[src/design/ghp_pkg.sv]
// Package for the generational handle pool: sizes, operation and status codes,
// payload structs and memory port structs. Depends on nothing.
package ghp_pkg;

	localparam int CAPACITY = 1024;
	localparam int SLOT_W   = $clog2(CAPACITY);
	localparam int IDX_W    = 16;
	localparam int KEY_W    = 32;
	localparam int KIND_W   = 2;
	localparam int STATUS_W = 2;

	localparam logic [IDX_W-1:0] CAP_IDX = IDX_W'(CAPACITY);
	localparam logic [IDX_W-1:0] NO_LINK = '1;

	localparam logic [KIND_W-1:0] KIND_ALLOC  = 2'd0;
	localparam logic [KIND_W-1:0] KIND_LOOKUP = 2'd1;
	localparam logic [KIND_W-1:0] KIND_FREE   = 2'd2;

	localparam logic [STATUS_W-1:0] ST_OK   = 2'd0;
	localparam logic [STATUS_W-1:0] ST_FULL = 2'd1;
	localparam logic [STATUS_W-1:0] ST_BAD  = 2'd2;

	typedef struct packed {
		logic [STATUS_W-1:0] status;
		logic [KEY_W-1:0]    key_out;
		logic [IDX_W-1:0]    index_out;
		logic [IDX_W-1:0]    live_count;
	} ghp_rsp_t;

	typedef struct packed {
		logic              we;
		logic [SLOT_W-1:0] waddr;
		logic [KEY_W-1:0]  wdata;
		logic [SLOT_W-1:0] raddr;
	} key_port_t;

	typedef struct packed {
		logic              we;
		logic [SLOT_W-1:0] waddr;
		logic [IDX_W-1:0]  wdata;
		logic [SLOT_W-1:0] raddr;
	} link_port_t;

	function automatic logic is_slot(input logic [IDX_W-1:0] idx);
		return idx < CAP_IDX;
	endfunction

endpackage

[src/design/ghp_req_if.sv]
// Request channel of the handle pool: valid/ready handshake and the request fields.
// Depends on ghp_pkg.
interface ghp_req_if import ghp_pkg::*; ();
	logic              valid;
	logic              ready;
	logic [KIND_W-1:0] kind;
	logic [KEY_W-1:0]  handle_key;
	logic [IDX_W-1:0]  handle_index;

	modport source(output valid, kind, handle_key, handle_index, input ready);
	modport sink(input valid, kind, handle_key, handle_index, output ready);
endinterface

[src/design/ghp_ctrl.sv]
// Sequencer of the handle pool: list heads, counters and the read-modify-write
// steps over the key, next and prev memories. Depends on ghp_pkg and ghp_req_if.
module ghp_ctrl import ghp_pkg::*; (
	input  logic             clk,
	input  logic             arst_n,
	ghp_req_if.sink          req,
	output key_port_t        key_port,
	output link_port_t       next_port,
	output link_port_t       prev_port,
	input  logic [KEY_W-1:0] key_rdata,
	input  logic [IDX_W-1:0] next_rdata,
	input  logic [IDX_W-1:0] prev_rdata,
	output logic             res_valid,
	output ghp_rsp_t         res,
	input  logic             res_take
);
	localparam logic [1:0] S_IDLE = 2'd0;
	localparam logic [1:0] S_EXEC = 2'd1;
	localparam logic [1:0] S_WR2  = 2'd2;
	localparam logic [1:0] S_DONE = 2'd3;

	logic [1:0]          state_q;
	logic [KIND_W-1:0]   kind_q;
	logic [KEY_W-1:0]    key_q;
	logic [IDX_W-1:0]    idx_q;
	logic [IDX_W-1:0]    free_head_q;
	logic [IDX_W-1:0]    used_head_q;
	logic [IDX_W-1:0]    high_water_q;
	logic [KEY_W-1:0]    key_ctr_q;
	logic [IDX_W-1:0]    count_q;
	logic [STATUS_W-1:0] res_status_q;
	logic [KEY_W-1:0]    res_key_q;
	logic [IDX_W-1:0]    res_index_q;

	logic             fh_ok;
	logic             hw_ok;
	logic             full;
	logic             key_ok;
	logic [IDX_W-1:0] alloc_slot;
	logic [KEY_W-1:0] key_ctr_inc;

	assign req.ready = (state_q == S_IDLE);
	assign fh_ok     = is_slot(free_head_q);
	assign hw_ok     = high_water_q < CAP_IDX;
	assign full      = !fh_ok && !hw_ok;
	assign alloc_slot = fh_ok ? free_head_q : high_water_q;
	assign key_ok    = (key_q != '0) && (idx_q < high_water_q) && (key_rdata == key_q);
	assign key_ctr_inc = key_ctr_q + 1'b1;

	assign res_valid = (state_q == S_DONE);
	assign res = '{status: res_status_q, key_out: res_key_q, index_out: res_index_q,
		live_count: count_q};

	always_comb begin
		key_port  = '{we: 1'b0, waddr: idx_q[SLOT_W-1:0], wdata: '0,
			raddr: req.handle_index[SLOT_W-1:0]};
		next_port = '{we: 1'b0, waddr: idx_q[SLOT_W-1:0], wdata: '0,
			raddr: req.handle_index[SLOT_W-1:0]};
		prev_port = '{we: 1'b0, waddr: idx_q[SLOT_W-1:0], wdata: '0,
			raddr: req.handle_index[SLOT_W-1:0]};
		if (req.kind == KIND_ALLOC) begin
			next_port.raddr = free_head_q[SLOT_W-1:0];
		end
		case (state_q)
			S_EXEC: begin
				if (kind_q == KIND_ALLOC && !full) begin
					key_port.we     = 1'b1;
					key_port.waddr  = alloc_slot[SLOT_W-1:0];
					key_port.wdata  = key_ctr_q;
					next_port.we    = 1'b1;
					next_port.waddr = alloc_slot[SLOT_W-1:0];
					next_port.wdata = used_head_q;
					prev_port.we    = is_slot(used_head_q);
					prev_port.waddr = used_head_q[SLOT_W-1:0];
					prev_port.wdata = alloc_slot;
				end else if (kind_q == KIND_FREE && key_ok) begin
					key_port.we     = 1'b1;
					key_port.wdata  = '0;
					next_port.we    = (idx_q != used_head_q) && is_slot(prev_rdata);
					next_port.waddr = prev_rdata[SLOT_W-1:0];
					next_port.wdata = next_rdata;
					prev_port.we    = is_slot(next_rdata);
					prev_port.waddr = next_rdata[SLOT_W-1:0];
					prev_port.wdata = prev_rdata;
				end
			end
			S_WR2: begin
				if (kind_q == KIND_FREE) begin
					next_port.we    = 1'b1;
					next_port.wdata = free_head_q;
				end else begin
					prev_port.we    = 1'b1;
					prev_port.wdata = NO_LINK;
				end
			end
			default: begin
			end
		endcase
	end

	always_ff @(posedge clk or negedge arst_n) begin
		if (!arst_n) begin
			state_q      <= S_IDLE;
			free_head_q  <= NO_LINK;
			used_head_q  <= NO_LINK;
			high_water_q <= '0;
			key_ctr_q    <= KEY_W'(1);
			count_q      <= '0;
		end else begin
			case (state_q)
				S_IDLE: begin
					if (req.valid) begin
						state_q <= S_EXEC;
					end
				end
				S_EXEC: begin
					state_q <= S_DONE;
					case (kind_q)
						KIND_ALLOC: begin
							if (!full) begin
								if (fh_ok) begin
									free_head_q <= next_rdata;
								end else begin
									high_water_q <= high_water_q + 1'b1;
								end
								used_head_q <= alloc_slot;
								key_ctr_q   <= (key_ctr_inc == '0) ? KEY_W'(1) : key_ctr_inc;
								count_q     <= count_q + 1'b1;
								state_q     <= S_WR2;
							end
						end
						KIND_FREE: begin
							if (key_ok) begin
								if (idx_q == used_head_q) begin
									used_head_q <= next_rdata;
								end
								count_q <= count_q - 1'b1;
								state_q <= S_WR2;
							end
						end
						default: begin
						end
					endcase
				end
				S_WR2: begin
					if (kind_q == KIND_FREE) begin
						free_head_q <= idx_q;
					end
					state_q <= S_DONE;
				end
				S_DONE: begin
					if (res_take) begin
						state_q <= S_IDLE;
					end
				end
				default: begin
					state_q <= S_IDLE;
				end
			endcase
		end
	end

	always_ff @(posedge clk) begin
		if (state_q == S_IDLE && req.valid) begin
			kind_q <= req.kind;
			key_q  <= req.handle_key;
			idx_q  <= req.handle_index;
		end
		if (state_q == S_EXEC) begin
			res_key_q   <= key_q;
			res_index_q <= idx_q;
			case (kind_q)
				KIND_ALLOC: begin
					if (full) begin
						res_status_q <= ST_FULL;
						res_key_q    <= '0;
						res_index_q  <= '0;
					end else begin
						res_status_q <= ST_OK;
						res_key_q    <= key_ctr_q;
						res_index_q  <= alloc_slot;
						idx_q        <= alloc_slot;
					end
				end
				KIND_LOOKUP, KIND_FREE: begin
					res_status_q <= key_ok ? ST_OK : ST_BAD;
				end
				default: begin
					res_status_q <= ST_BAD;
				end
			endcase
		end
	end
endmodule
[src/flat_wrapper.sv]
// flat-port wrapper written by rule: the top's interface ports become plain ports
module ghp_ctrl_flat import ghp_pkg::*;
  (clk, arst_n, key_port, next_port, prev_port, key_rdata, next_rdata, prev_rdata, res_valid, res, res_take, req_valid, req_kind, req_handle_key, req_handle_index, req_ready);
  ghp_req_if req_i ();
  input  logic clk;
  input  logic arst_n;
  output key_port_t key_port;
  output link_port_t next_port;
  output link_port_t prev_port;
  input  logic [KEY_W-1:0] key_rdata;
  input  logic [IDX_W-1:0] next_rdata;
  input  logic [IDX_W-1:0] prev_rdata;
  output logic res_valid;
  output ghp_rsp_t res;
  input  logic res_take;
  input wire logic [$bits(req_i.valid)-1:0] req_valid;
  input wire logic [$bits(req_i.kind)-1:0] req_kind;
  input wire logic [$bits(req_i.handle_key)-1:0] req_handle_key;
  input wire logic [$bits(req_i.handle_index)-1:0] req_handle_index;
  output wire logic [$bits(req_i.ready)-1:0] req_ready;
  assign req_i.valid = req_valid;
  assign req_i.kind = req_kind;
  assign req_i.handle_key = req_handle_key;
  assign req_i.handle_index = req_handle_index;
  assign req_ready = req_i.ready;
  ghp_ctrl u_core (.clk(clk), .arst_n(arst_n), .req(req_i), .key_port(key_port), .next_port(next_port), .prev_port(prev_port), .key_rdata(key_rdata), .next_rdata(next_rdata), .prev_rdata(prev_rdata), .res_valid(res_valid), .res(res), .res_take(res_take));
endmodule
[config.mk]
export PLATFORM = sky130hd
export DESIGN_NAME = ghp_ctrl_flat
export DESIGN_NICKNAME = d
export VERILOG_FILES = /design/src/design/ghp_pkg.sv /design/src/design/ghp_req_if.sv /design/src/design/ghp_ctrl.sv /design/src/flat_wrapper.sv
export SDC_FILE = /design/constraint.sdc
export NUM_CORES = 1
export LEC_CHECK = 0
export ABC_CLOCK_PERIOD_IN_PS = 8000
export BUFFER_PORTS_ARGS = -buffer_cell sky130_fd_sc_hd__buf_2
export CAP_MARGIN = 25
export CORE_AREA = 2 2 150 152
export DETAILED_ROUTE_END_ITERATION = 8
export DIE_AREA = 0 0 152 154
export PLACE_DENSITY = 0.82
export SYNTH_ARGS = -nofsm -noshare
export SYNTH_HDL_FRONTEND = slang
export SYNTH_SLANG_ARGS = --single-unit
[constraint.sdc]
create_clock -name clk -period 8 [get_ports clk]
set_clock_uncertainty 0.05 [all_clocks]
set_input_delay 1.2 -clock clk [delete_from_list [all_inputs] [get_ports clk]]
set_output_delay 1.2 -clock clk [all_outputs]
set_load 0.03 [all_outputs]
==> results.cfg, run 1 <==
[outcome]
outcome = finished clean

[sta]
worst_pin_slew_ns = 0.987
min_period_over_period = 0.718
max_freq_mhz = 174
max_slew_margin = 0.342
final-setup-viol-count = 0
maxSlewViolCount = 0
rsz0062_at_grt = false
period_minus_slack_ns = 5.74
hold_ws_ns = 0.362
finalSetupTns_ns = 0
hold_violations = 0

[yosys]
synth_top_area_frac = 0.213
synth_top_family_by_area = simple AND/OR/NAND/NOR gates
synth_cells = 1214
synthMuxAreaShare = 0.0618
synthesis.area_um2 = 11900
yosysTopAreaCell = edfxtp_1
synth-seq-cells = 198
synth-compound-area-share = 0.146
ys_seq_area_frac = 0.450
synth.avg_cell_area_um2 = 9.76
syn-num-nets = 1370
yosysUniqueCellTypes = 74
yosysWarnings = 0
synthArstFlopShare = 0.495
synth_edf_count = 84
synth_fa_ha_area_frac = 0.0407
ys.flop_type = edfxtp_1
synthXorXnorAreaFrac = 0.0746
yosys-top-cells-count = 152 x nand2_1, 84 x edfxtp_1, 74 x clkbuf_1
synth.most_common_cell = nand2_1
netlist_top_cells_area = edfxtp_1 21%, dfrtp_1 14%, dfstp_2 7.3%, nand2_1 4.8%, xor2_1 4.5%
synthSimpleGateAreaFrac = 0.173

[global_route]
grt_overflow = 0
grt_pass1_wl_mm = 57.0
grt_pass1_vias = 10400
grtUsageTotal = 0.307
grt_max_degree = 68
antenna_found_initial = 1

[cts]
ctsHoldBuffers = 0
clkLatencyLatePin_ns = 0.43
cts_tree = done
cts_resized = 0
cts_sinks = 198
clk_pin_slew_worst_paths_ns = 0.07
post_cts_buffers = 0
cts-root-buf = clkbuf_16
clockBufferDepth = 2
cts_buffers = 17
cts_htree_levels = 4

[floorplanning]
rows = 54
core_um2 = 21700
die_y_um = 154
start_util = 0.546
die_w_um = 152
die-area_um2 = 23400
io_pins = 313

[worst_setup_path]
path_class = flop to output port
path_max_fanout = 62
critical_path_required_ns = 6.75
arrival_ns = 4.49
end_kind = output port
rrSetupSlack_ns = 3.86
critPathLaunchType = flop

[detailed_routing]
top_layer_used = met4
first_iter_violations = 886
drt-total-wl_mm = 36.5
drc = 0
wl_met3_mm = 2.90
routedLengthMet1_mm = 14.1
post_drt_via_cell_ratio = 6.09
wl_per_cell_um = 20.9
routed-wl-met2_mm = 18.0
drt-pass1-iter-count = 6
ant_nets = 0
num_vias = 10600

[final_layout]
final_util = 0.647
drive_above_1_share = 0.299
syn2layout_area_growth_pct = 18.4
layout.cells.non_filler = 1746
layout.nets = 1608
fillers = 1719

[placed_design]
place.gp.congestion = 0.897
io_buffers = 312
dpl.cell_count = 1711
dp_hpwl_mm = 26.6

[power_and_ir_drop]
leakage_nw = 6.43
vdd_drop_max_mv = 0.240
finalPower_mw = 5.08
cellPowerDensity_nw_per_um2 = 362

[worst_hold_path]
holdCritPathClass = flop to flop

[flow_run]
drv_cap = 0
==> final timing paths <==
check	start	cells past startpoint	to
max	u_core.kind_q[1]$_DFFE_PP_	10	next_port[36]
min	u_core.high_water_q[14]$_DFFE_PN0P_	0	u_core.high_water_q[14]$_DFFE_PN0P_
max reg2reg	u_core.kind_q[1]$_DFFE_PP_	10	u_core.key_ctr_q[18]$_DFFE_PN0P_
min reg2reg	u_core.high_water_q[14]$_DFFE_PN0P_	0	u_core.high_water_q[14]$_DFFE_PN0P_
max in group asynchronous	arst_n	2	u_core.key_ctr_q[2]$_DFFE_PN0P_
min in group asynchronous	arst_n	1	u_core.count_q[6]$_DFFE_PN0P_
==> state kept, by name, summed over array words and instances, names as in the netlist <==
register,count
u_core.key_q,32
u_core.count_q,16
u_core.state_q,2
u_core.high_water_q,16
u_core.res_status_q,2
u_core.free_head_q,16
u_core.kind_q,2
u_core.res_index_q,16
u_core.res_key_q,32
u_core.used_head_q,16
u_core.key_ctr_q,32
u_core.idx_q,16
==> routing by layer <==
metal | GRT usage | vias up
li1 | - | 4830
met1 | 0.384 | 5029
met2 | 0.534 | 660
met3 | 0.0465 | 117
met4 | 0.127 | 0
met5 | 0 | -
==> logic make-up (layout without fill, tap and decap cells) <==
| kind of cell | count (synthesis) | in the layout |
|---|---|---|
| mux | 65 | 65 |
| compound gates | 253 | 253 |
| simple gates | 417 | 417 |
| buf+inv | 142 | 393 |
| flops | 198 | 198 |
| other cells | 0 | 1 |
| xor+xnor | 101 | 101 |
| fa+ha+maj | 38 | 38 |
==> cell usage in the layout, fill, tap and decap left out, drive strengths merged, types with 11 or more instances in the layout <==
| cell type | n |
|---|---|
| nor3 | 19 |
| xor2 | 61 |
| edfxtp | 84 |
| nand4 | 18 |
| ha | 37 |
| inv | 38 |
| clkbuf | 19 |
| xnor2 | 40 |
| a21oi | 72 |
| dfxtp | 16 |
| mux2i | 30 |
| a22oi | 16 |
| mux2 | 35 |
| and3 | 46 |
| nor2 | 68 |
| a22o | 32 |
| o21ai | 35 |
| nor2b | 13 |
| dfstp | 33 |
| dfrtp | 65 |
| nand3 | 28 |
| a21boi | 33 |
| nor4 | 33 |
| nand2 | 152 |
| buf | 327 |
| a211oi | 11 |
==> worst max-delay path, cell delays in order, from the launching register on <==
cell,delay (ns)
edfxtp_1,0.40
inv_1,0.07
ha_1,0.44
inv_2,0.48
a21oi_4,0.35
buf_4,0.52
and2_2,0.57
buf_4,0.49
a211oi_1,0.12
nor2b_1,0.31
buf_2,0.26
==> cell type report <==
cell class	instances	area [um^2]	share of cell area
antenna	1	2.50	0.000178
clock buffer	19	433	0.0308
clock inverter	13	146	0.0104
inverter	34	128	0.00909
multi-input combinational	874	5910	0.421
sequential	198	5340	0.380
tap	280	350	0.0250
timing repair buffer	327	1730	0.123
==> report_power, final <==
part           internal [mW]  leakage, nW  switching (mW)
Clock                  0.466        0.274           0.397
Combinational          0.836         4.02            1.60
Sequential              1.48         2.14           0.311
Total                   2.78         6.43            2.30
==> per-stage QoR <==
stage,worst slack [ns],instance area [um^2]
floorplan,3.07,11900
global placement,2.18,13400
detailed placement,2.45,13400
CTS,2.26,14000
global route,1.92,14000
finish,2.26,14000
(Power assumes the default switching activity.)
==> run 2, diff against run 1 <==
--- a/config.mk
+++ b/config.mk
@@ -5,13 +5,13 @@
 export SDC_FILE = /design/constraint.sdc
 export NUM_CORES = 1
 export LEC_CHECK = 0
-export ABC_CLOCK_PERIOD_IN_PS = 8000
+export ABC_CLOCK_PERIOD_IN_PS = 5100
 export BUFFER_PORTS_ARGS = -buffer_cell sky130_fd_sc_hd__buf_2
 export CAP_MARGIN = 25
-export CORE_AREA = 2 2 150 152
+export CORE_AREA = 2 2 159 161
 export DETAILED_ROUTE_END_ITERATION = 8
-export DIE_AREA = 0 0 152 154
-export PLACE_DENSITY = 0.82
+export DIE_AREA = 0 0 161 163
+export PLACE_DENSITY = 0.77
 export SYNTH_ARGS = -nofsm -noshare
 export SYNTH_HDL_FRONTEND = slang
 export SYNTH_SLANG_ARGS = --single-unit
==> constraint.sdc (replaced) <==
create_clock -name clk -period 5.1 [get_ports clk]
set_clock_uncertainty 0.05 [all_clocks]
set_input_delay 0.765 -clock clk [delete_from_list [all_inputs] [get_ports clk]]
set_output_delay 0.765 -clock clk [all_outputs]
set_load 0.03 [all_outputs]
==> results.cfg, run 2 (synthesis gave the netlist of run 1 again) <==
[outcome]
outcome = finished clean

[worst_setup_path]
r2r_start = u_core.high_water_q[15]$_DFFE_PN0P_
rrSetupSlack_ns = 1.67
path_max_fanout = 7
critPathLaunchType = flop
reg2reg_depth = 9
end_kind = output port
critical_path_required_ns = 4.28
arrival_ns = 3.84
cp-endpoint = prev_port[33]
path_class = flop to output port
reg2reg_to = u_core.used_head_q[9]$_DFFE_PN1P_
critPathLaunch = u_core.high_water_q[15]$_DFFE_PN0P_

[floorplanning]
io_pins = 313
die-area_um2 = 26200
rows = 58
die_y_um = 163
core_um2 = 24700
die_w_um = 161
start_util = 0.480

[placed_design]
io_buffers = 312
dp_hpwl_mm = 26.6
place.gp.congestion = 0.930

[final_layout]
multi_input_comb_area_um2 = 5910
top_regs = u_core.key_ctr_q x32, u_core.key_q x32, u_core.res_key_q x32
drive_above_1_share = 0.303
layout.nets = 1613
syn2layout_area_growth_pct = 18.8
mostFrequentLayoutCell = buf_2
antennaDiodeCount = 0
fillers = 2096
register_area_um2 = 5340
final_cell_mix = 311 x buf_2, 152 x nand2_1, 84 x edfxtp_1

[sta]
maxSlewViolCount = 0
hold_ws_ns = 0.362
max_slew_margin = 0.324
period_minus_slack_ns = 4.65
max_freq_mhz = 215
finalSetupTns_ns = 0
hold_violations = 0
rsz0062_at_grt = false
final-setup-viol-count = 0
worst_pin_slew_ns = 1.01
min_period_over_period = 0.913

[global_route]
grtUsageTotal = 0.276
antenna_found_initial = 0
grt_overflow = 0
grt_pass1_wl_mm = 56.0
grt_max_degree = 63
grt_pass1_vias = 10000

[cts]
clkLatencyLatePin_ns = 0.44
cts_buffers = 17
post_cts_buffers = 0
ctsHoldBuffers = 0
cts_htree_levels = 4
cts_tree = done
cts-root-buf = clkbuf_16
cts_sinks = 198
clockBufferDepth = 2
clk_pin_slew_worst_paths_ns = 0.08
cts_resized = 0

[detailed_routing]
post_drt_via_cell_ratio = 5.82
first_iter_violations = 682
drt-total-wl_mm = 36.5
drt-pass1-iter-count = 5
num_vias = 10500
ant_nets = 0
wl_per_cell_um = 20.3
drc = 0

[flow_run]
drv_cap = 0

[power_and_ir_drop]
finalPower_mw = 7.90
cellPowerDensity_nw_per_um2 = 561
vdd_drop_max_mv = 0.367
leakage_nw = 6.46

[worst_hold_path]
holdCritPathClass = input port to asynchronous set/reset pin
## run 2: how the worst min path moves through the flow
stage	startpoint	end	slack, ns	depth (start not counted)
after floorplan	u_core.high_water_q[13]$_DFFE_PN0P_	u_core.high_water_q[13]$_DFFE_PN0P_	0.40	1
after global placement	u_core.high_water_q[14]$_DFFE_PN0P_	u_core.high_water_q[14]$_DFFE_PN0P_	0.34	0
after detailed placement	u_core.high_water_q[14]$_DFFE_PN0P_	u_core.high_water_q[14]$_DFFE_PN0P_	0.34	0
after CTS	u_core.high_water_q[14]$_DFFE_PN0P_	u_core.high_water_q[14]$_DFFE_PN0P_	0.36	0
after global routing	u_core.high_water_q[14]$_DFFE_PN0P_	u_core.high_water_q[14]$_DFFE_PN0P_	0.38	0
final	arst_n	u_core.count_q[5]$_DFFE_PN0P_	0.36	1
## run 2: where the power goes
| group | switching, mW | internal [mW] |
|---|---|---|
| clock network | 0.649 | 0.676 |
| registers | 0.492 | 2.32 |
| logic | 2.48 | 1.29 |
## run 2: metal layers
| layer | part of all wire | global-route usage | vias up | wire length [um] |
|---|---|---|---|---|
| li1 | - | - | 4846 | - |
| met1 | 0.40 | 0.343 | 5031 | 14600 |
| met2 | 0.51 | 0.493 | 535 | 18500 |
| met3 | 0.075 | 0.0499 | 59 | 2740 |
| met4 | 0.018 | 0.0747 | 0 | 665 |
| met5 | 0 | 0 | - | 0 |
## run 2: area by class of cell
type,count,area share
multi-input cells,874,0.419
flip-flops and latches,198,0.379
repair buffers,332,0.123
clock buffers,21,0.0328
well taps,330,0.0293
inverters,34,0.00906
clock inverters,11,0.00737
## run 2: worst max-delay path, stage by stage, from the launching register on
cell and delay, ns:
dfrtp_1 0.40, inv_1 0.06, ha_1 0.34, a311oi_1 0.60, nand4_1 0.29, or3_1 0.44
a211oi_2 0.31, o21ai_1 0.31, buf_4 0.30, nand2_1 0.09, nand2_1 0.08, buf_2 0.19
## run 2: metrics by stage
step,instances,setup slack (ns),instance area (um^2),util
after global placement,1767,0.719,13500,0.547
after floorplan,1214,0.649,11900,-
after global routing,1800,0.302,14100,0.571
final,1800,0.445,14100,0.571
after CTS,1800,0.517,14100,0.571
after detailed placement,1768,0.634,13500,0.548
==> run 3, diff against run 2 <==
--- a/config.mk
+++ b/config.mk
@@ -5,13 +5,14 @@
 export SDC_FILE = /design/constraint.sdc
 export NUM_CORES = 1
 export LEC_CHECK = 0
+export ABC_AREA = 1
 export ABC_CLOCK_PERIOD_IN_PS = 5100
 export BUFFER_PORTS_ARGS = -buffer_cell sky130_fd_sc_hd__buf_2
 export CAP_MARGIN = 25
-export CORE_AREA = 2 2 159 161
+export CORE_AREA = 2 2 165 167
 export DETAILED_ROUTE_END_ITERATION = 8
-export DIE_AREA = 0 0 161 163
-export PLACE_DENSITY = 0.77
+export DIE_AREA = 0 0 167 169
+export PLACE_DENSITY = 0.76
 export SYNTH_ARGS = -nofsm -noshare
 export SYNTH_HDL_FRONTEND = slang
 export SYNTH_SLANG_ARGS = --single-unit
==> results.cfg, run 3 <==
[final_layout]
finalInstanceArea_um2 = 15000
drive_above_1_share = 0.224
antennaDiodeCount = 0
fillers = 2616
layout.cells.non_filler = 2334
final_cell_mix = 485 x nand2_1, 311 x buf_2, 230 x inv_1
syn2layout_area_growth_pct = 17.8
top_regs = u_core.key_ctr_q x32, u_core.key_q x32, u_core.res_key_q x32
final_util = 0.565
layout.nets = 2136
mostFrequentLayoutCell = nand2_1

[detailed_routing]
num_vias = 12700
drt-total-wl_mm = 42.8
first_iter_violations = 1278
wl_per_cell_um = 18.3
drt-pass1-iter-count = 5
post_drt_via_cell_ratio = 5.46
ant_nets = 0
drc = 0

[placed_design]
placed_area_um2 = 14400
io_buffers = 312
dp_slack_ns = 1.15
dp_hpwl_mm = 32.3
place.gp.congestion = 0.914
dpl.cell_count = 2301

[cts]
cts_buffers = 17
cts-root-buf = clkbuf_16
cts_tree = done
clk_pin_slew_worst_paths_ns = 0.08
clkLatencyLatePin_ns = 0.45
post_cts_buffers = 0
cts_sinks = 198
cts_resized = 0
ctsHoldBuffers = 0
cts_htree_levels = 4
clockBufferDepth = 2

[sta]
final.setup.worst_slack_ns = 0.968
hold_violations = 0
period_minus_slack_ns = 4.13
max_freq_mhz = 242
min_period_over_period = 0.810
maxSlewViolCount = 0
max_slew_margin = 0.398
worst_pin_slew_ns = 0.903
final-setup-viol-count = 0
hold_ws_ns = 0.176
finalSetupTns_ns = 0
rsz0062_at_grt = false

[worst_setup_path]
crit_family = simple AND/OR/NAND/NOR gates
r2r_start = u_core.kind_q[0]$_DFFE_PP_
crit_slowest_cell = nor2_4
reg2reg_depth = 12
arrival_ns = 3.32
cp_slowest_stage_delay_ns = 0.62
path_class = flop to output port
end_kind = output port
cp.buffers_inverters = 3
reg2reg_to = u_core.count_q[10]$_DFFE_PN0P_
critPathLaunchType = flop
crit_path_cell_trace = inv_1, ha_1, a21oi_1, nand2_1, nor2_1, nand3_1, nor2_2, nand2_1, nor2_4, nand4_1, nand3_1, nand2_1, inv_1, buf_2
rrSetupSlack_ns = 1.79
path_max_fanout = 34
critical_path_required_ns = 4.28
cp_common_cell = nand2_1

[yosys]
synthArstFlopShare = 0.495
yosysTopAreaCell = edfxtp_1
synthesis.area_um2 = 12700
yosys-top-cells-count = 486 x nand2_1, 232 x inv_1, 154 x nor2_1
ys.flop_type = edfxtp_1
synth_cells = 1723
yosysUniqueCellTypes = 47
syn-num-nets = 1879
synth_edf_count = 84
ys_seq_area_frac = 0.420
netlist_top_cells_area = edfxtp_1 20%, nand2_1 14%, dfrtp_1 13%, inv_1 6.8%, dfstp_2 6.8%
synth.avg_cell_area_um2 = 7.38
synth-seq-cells = 198
synth_top_area_frac = 0.198
synth.most_common_cell = nand2_1
yosysWarnings = 0

[global_route]
grt_overflow = 0
grtUsageTotal = 0.298
grt_pass1_vias = 12100
grt_pass1_wl_mm = 66.1
grt_max_degree = 93
antenna_found_initial = 0

[floorplanning]
core_um2 = 26500
die-area_um2 = 28200
io_pins = 313
die_w_um = 167
rows = 60
start_util = 0.480
die_y_um = 169

[flow_run]
drv_cap = 0

[outcome]
outcome = finished clean

[power_and_ir_drop]
leakage_nw = 7.42
vdd_drop_max_mv = 0.360
finalPower_mw = 8.21
cellPowerDensity_nw_per_um2 = 548

[worst_hold_path]
holdCritPathClass = input port to asynchronous set/reset pin
==> run 3: cell count changes after synthesis, sizes merged, moves of 30 or more <==
cell / previous run / this run
nand2: 152 / 490
inv: 33 / 245
o21ai: 35 / 137
nor2: 68 / 161
nand3: 28 / 92
and3: 46 / 0
o22ai: 2 / 46
clkbuf: 75 / 38
mux2: 35 / 0
nand4: 18 / 53
a21boi: 33 / 1
a22o: 32 / 0
mux2i: 30 / 0
nor4: 33 / 3
==> run 3: cells by family (layout without fill, tap and decap cells) <==
family | after synthesis | after routing | synth area share
AND/OR/NAND/NOR | 832 | 832 | 0.278
adder cells (fa/ha/maj) | 38 | 38 | 0.0380
AO/OA/AOI/OAI | 267 | 267 | 0.117
flip-flops | 198 | 198 | 0.420
buffers and inverters | 336 | 606 | 0.111
XOR/XNOR | 52 | 52 | 0.0358
==> run 3: final cells by class <==
class	count	area (um^2)	area share
tap	341	427	0.0285
sequential	198	5340	0.356
clock buffer	17	425	0.0284
timing repair buffer	328	1700	0.114
clock inverter	15	164	0.0109
inverter	246	923	0.0617
multi-input combinational	1189	5990	0.400
==> run 3: worst max-delay path by stage <==
stage,startpoint,to,slack [ns],depth (start not counted)
floorplan,u_core.state_q[1]$_DFFE_PN0P_,next_port[20],0.91,8
global placement,key_rdata[8],next_port[11],1.24,13
detailed placement,key_rdata[8],prev_port[10],1.15,13
CTS,u_core.high_water_q[15]$_DFFE_PN0P_,prev_port[10],0.97,14
global route,u_core.high_water_q[15]$_DFFE_PN0P_,prev_port[18],0.65,16
finish,u_core.high_water_q[15]$_DFFE_PN0P_,prev_port[10],0.97,14
==> run 3: metal layers <==
layer  GRT usage  share of wire
met3      0.0461          0.075
met5           0              0
met1       0.409           0.44
met2       0.483           0.45
met4      0.0967          0.027
==> run 3: report_power, final <==
group          switching, mW  internal [mW]  total [mW]
combinational           2.88           1.17        4.05
sequential             0.402           2.35        2.75
clock                  0.704          0.697        1.40
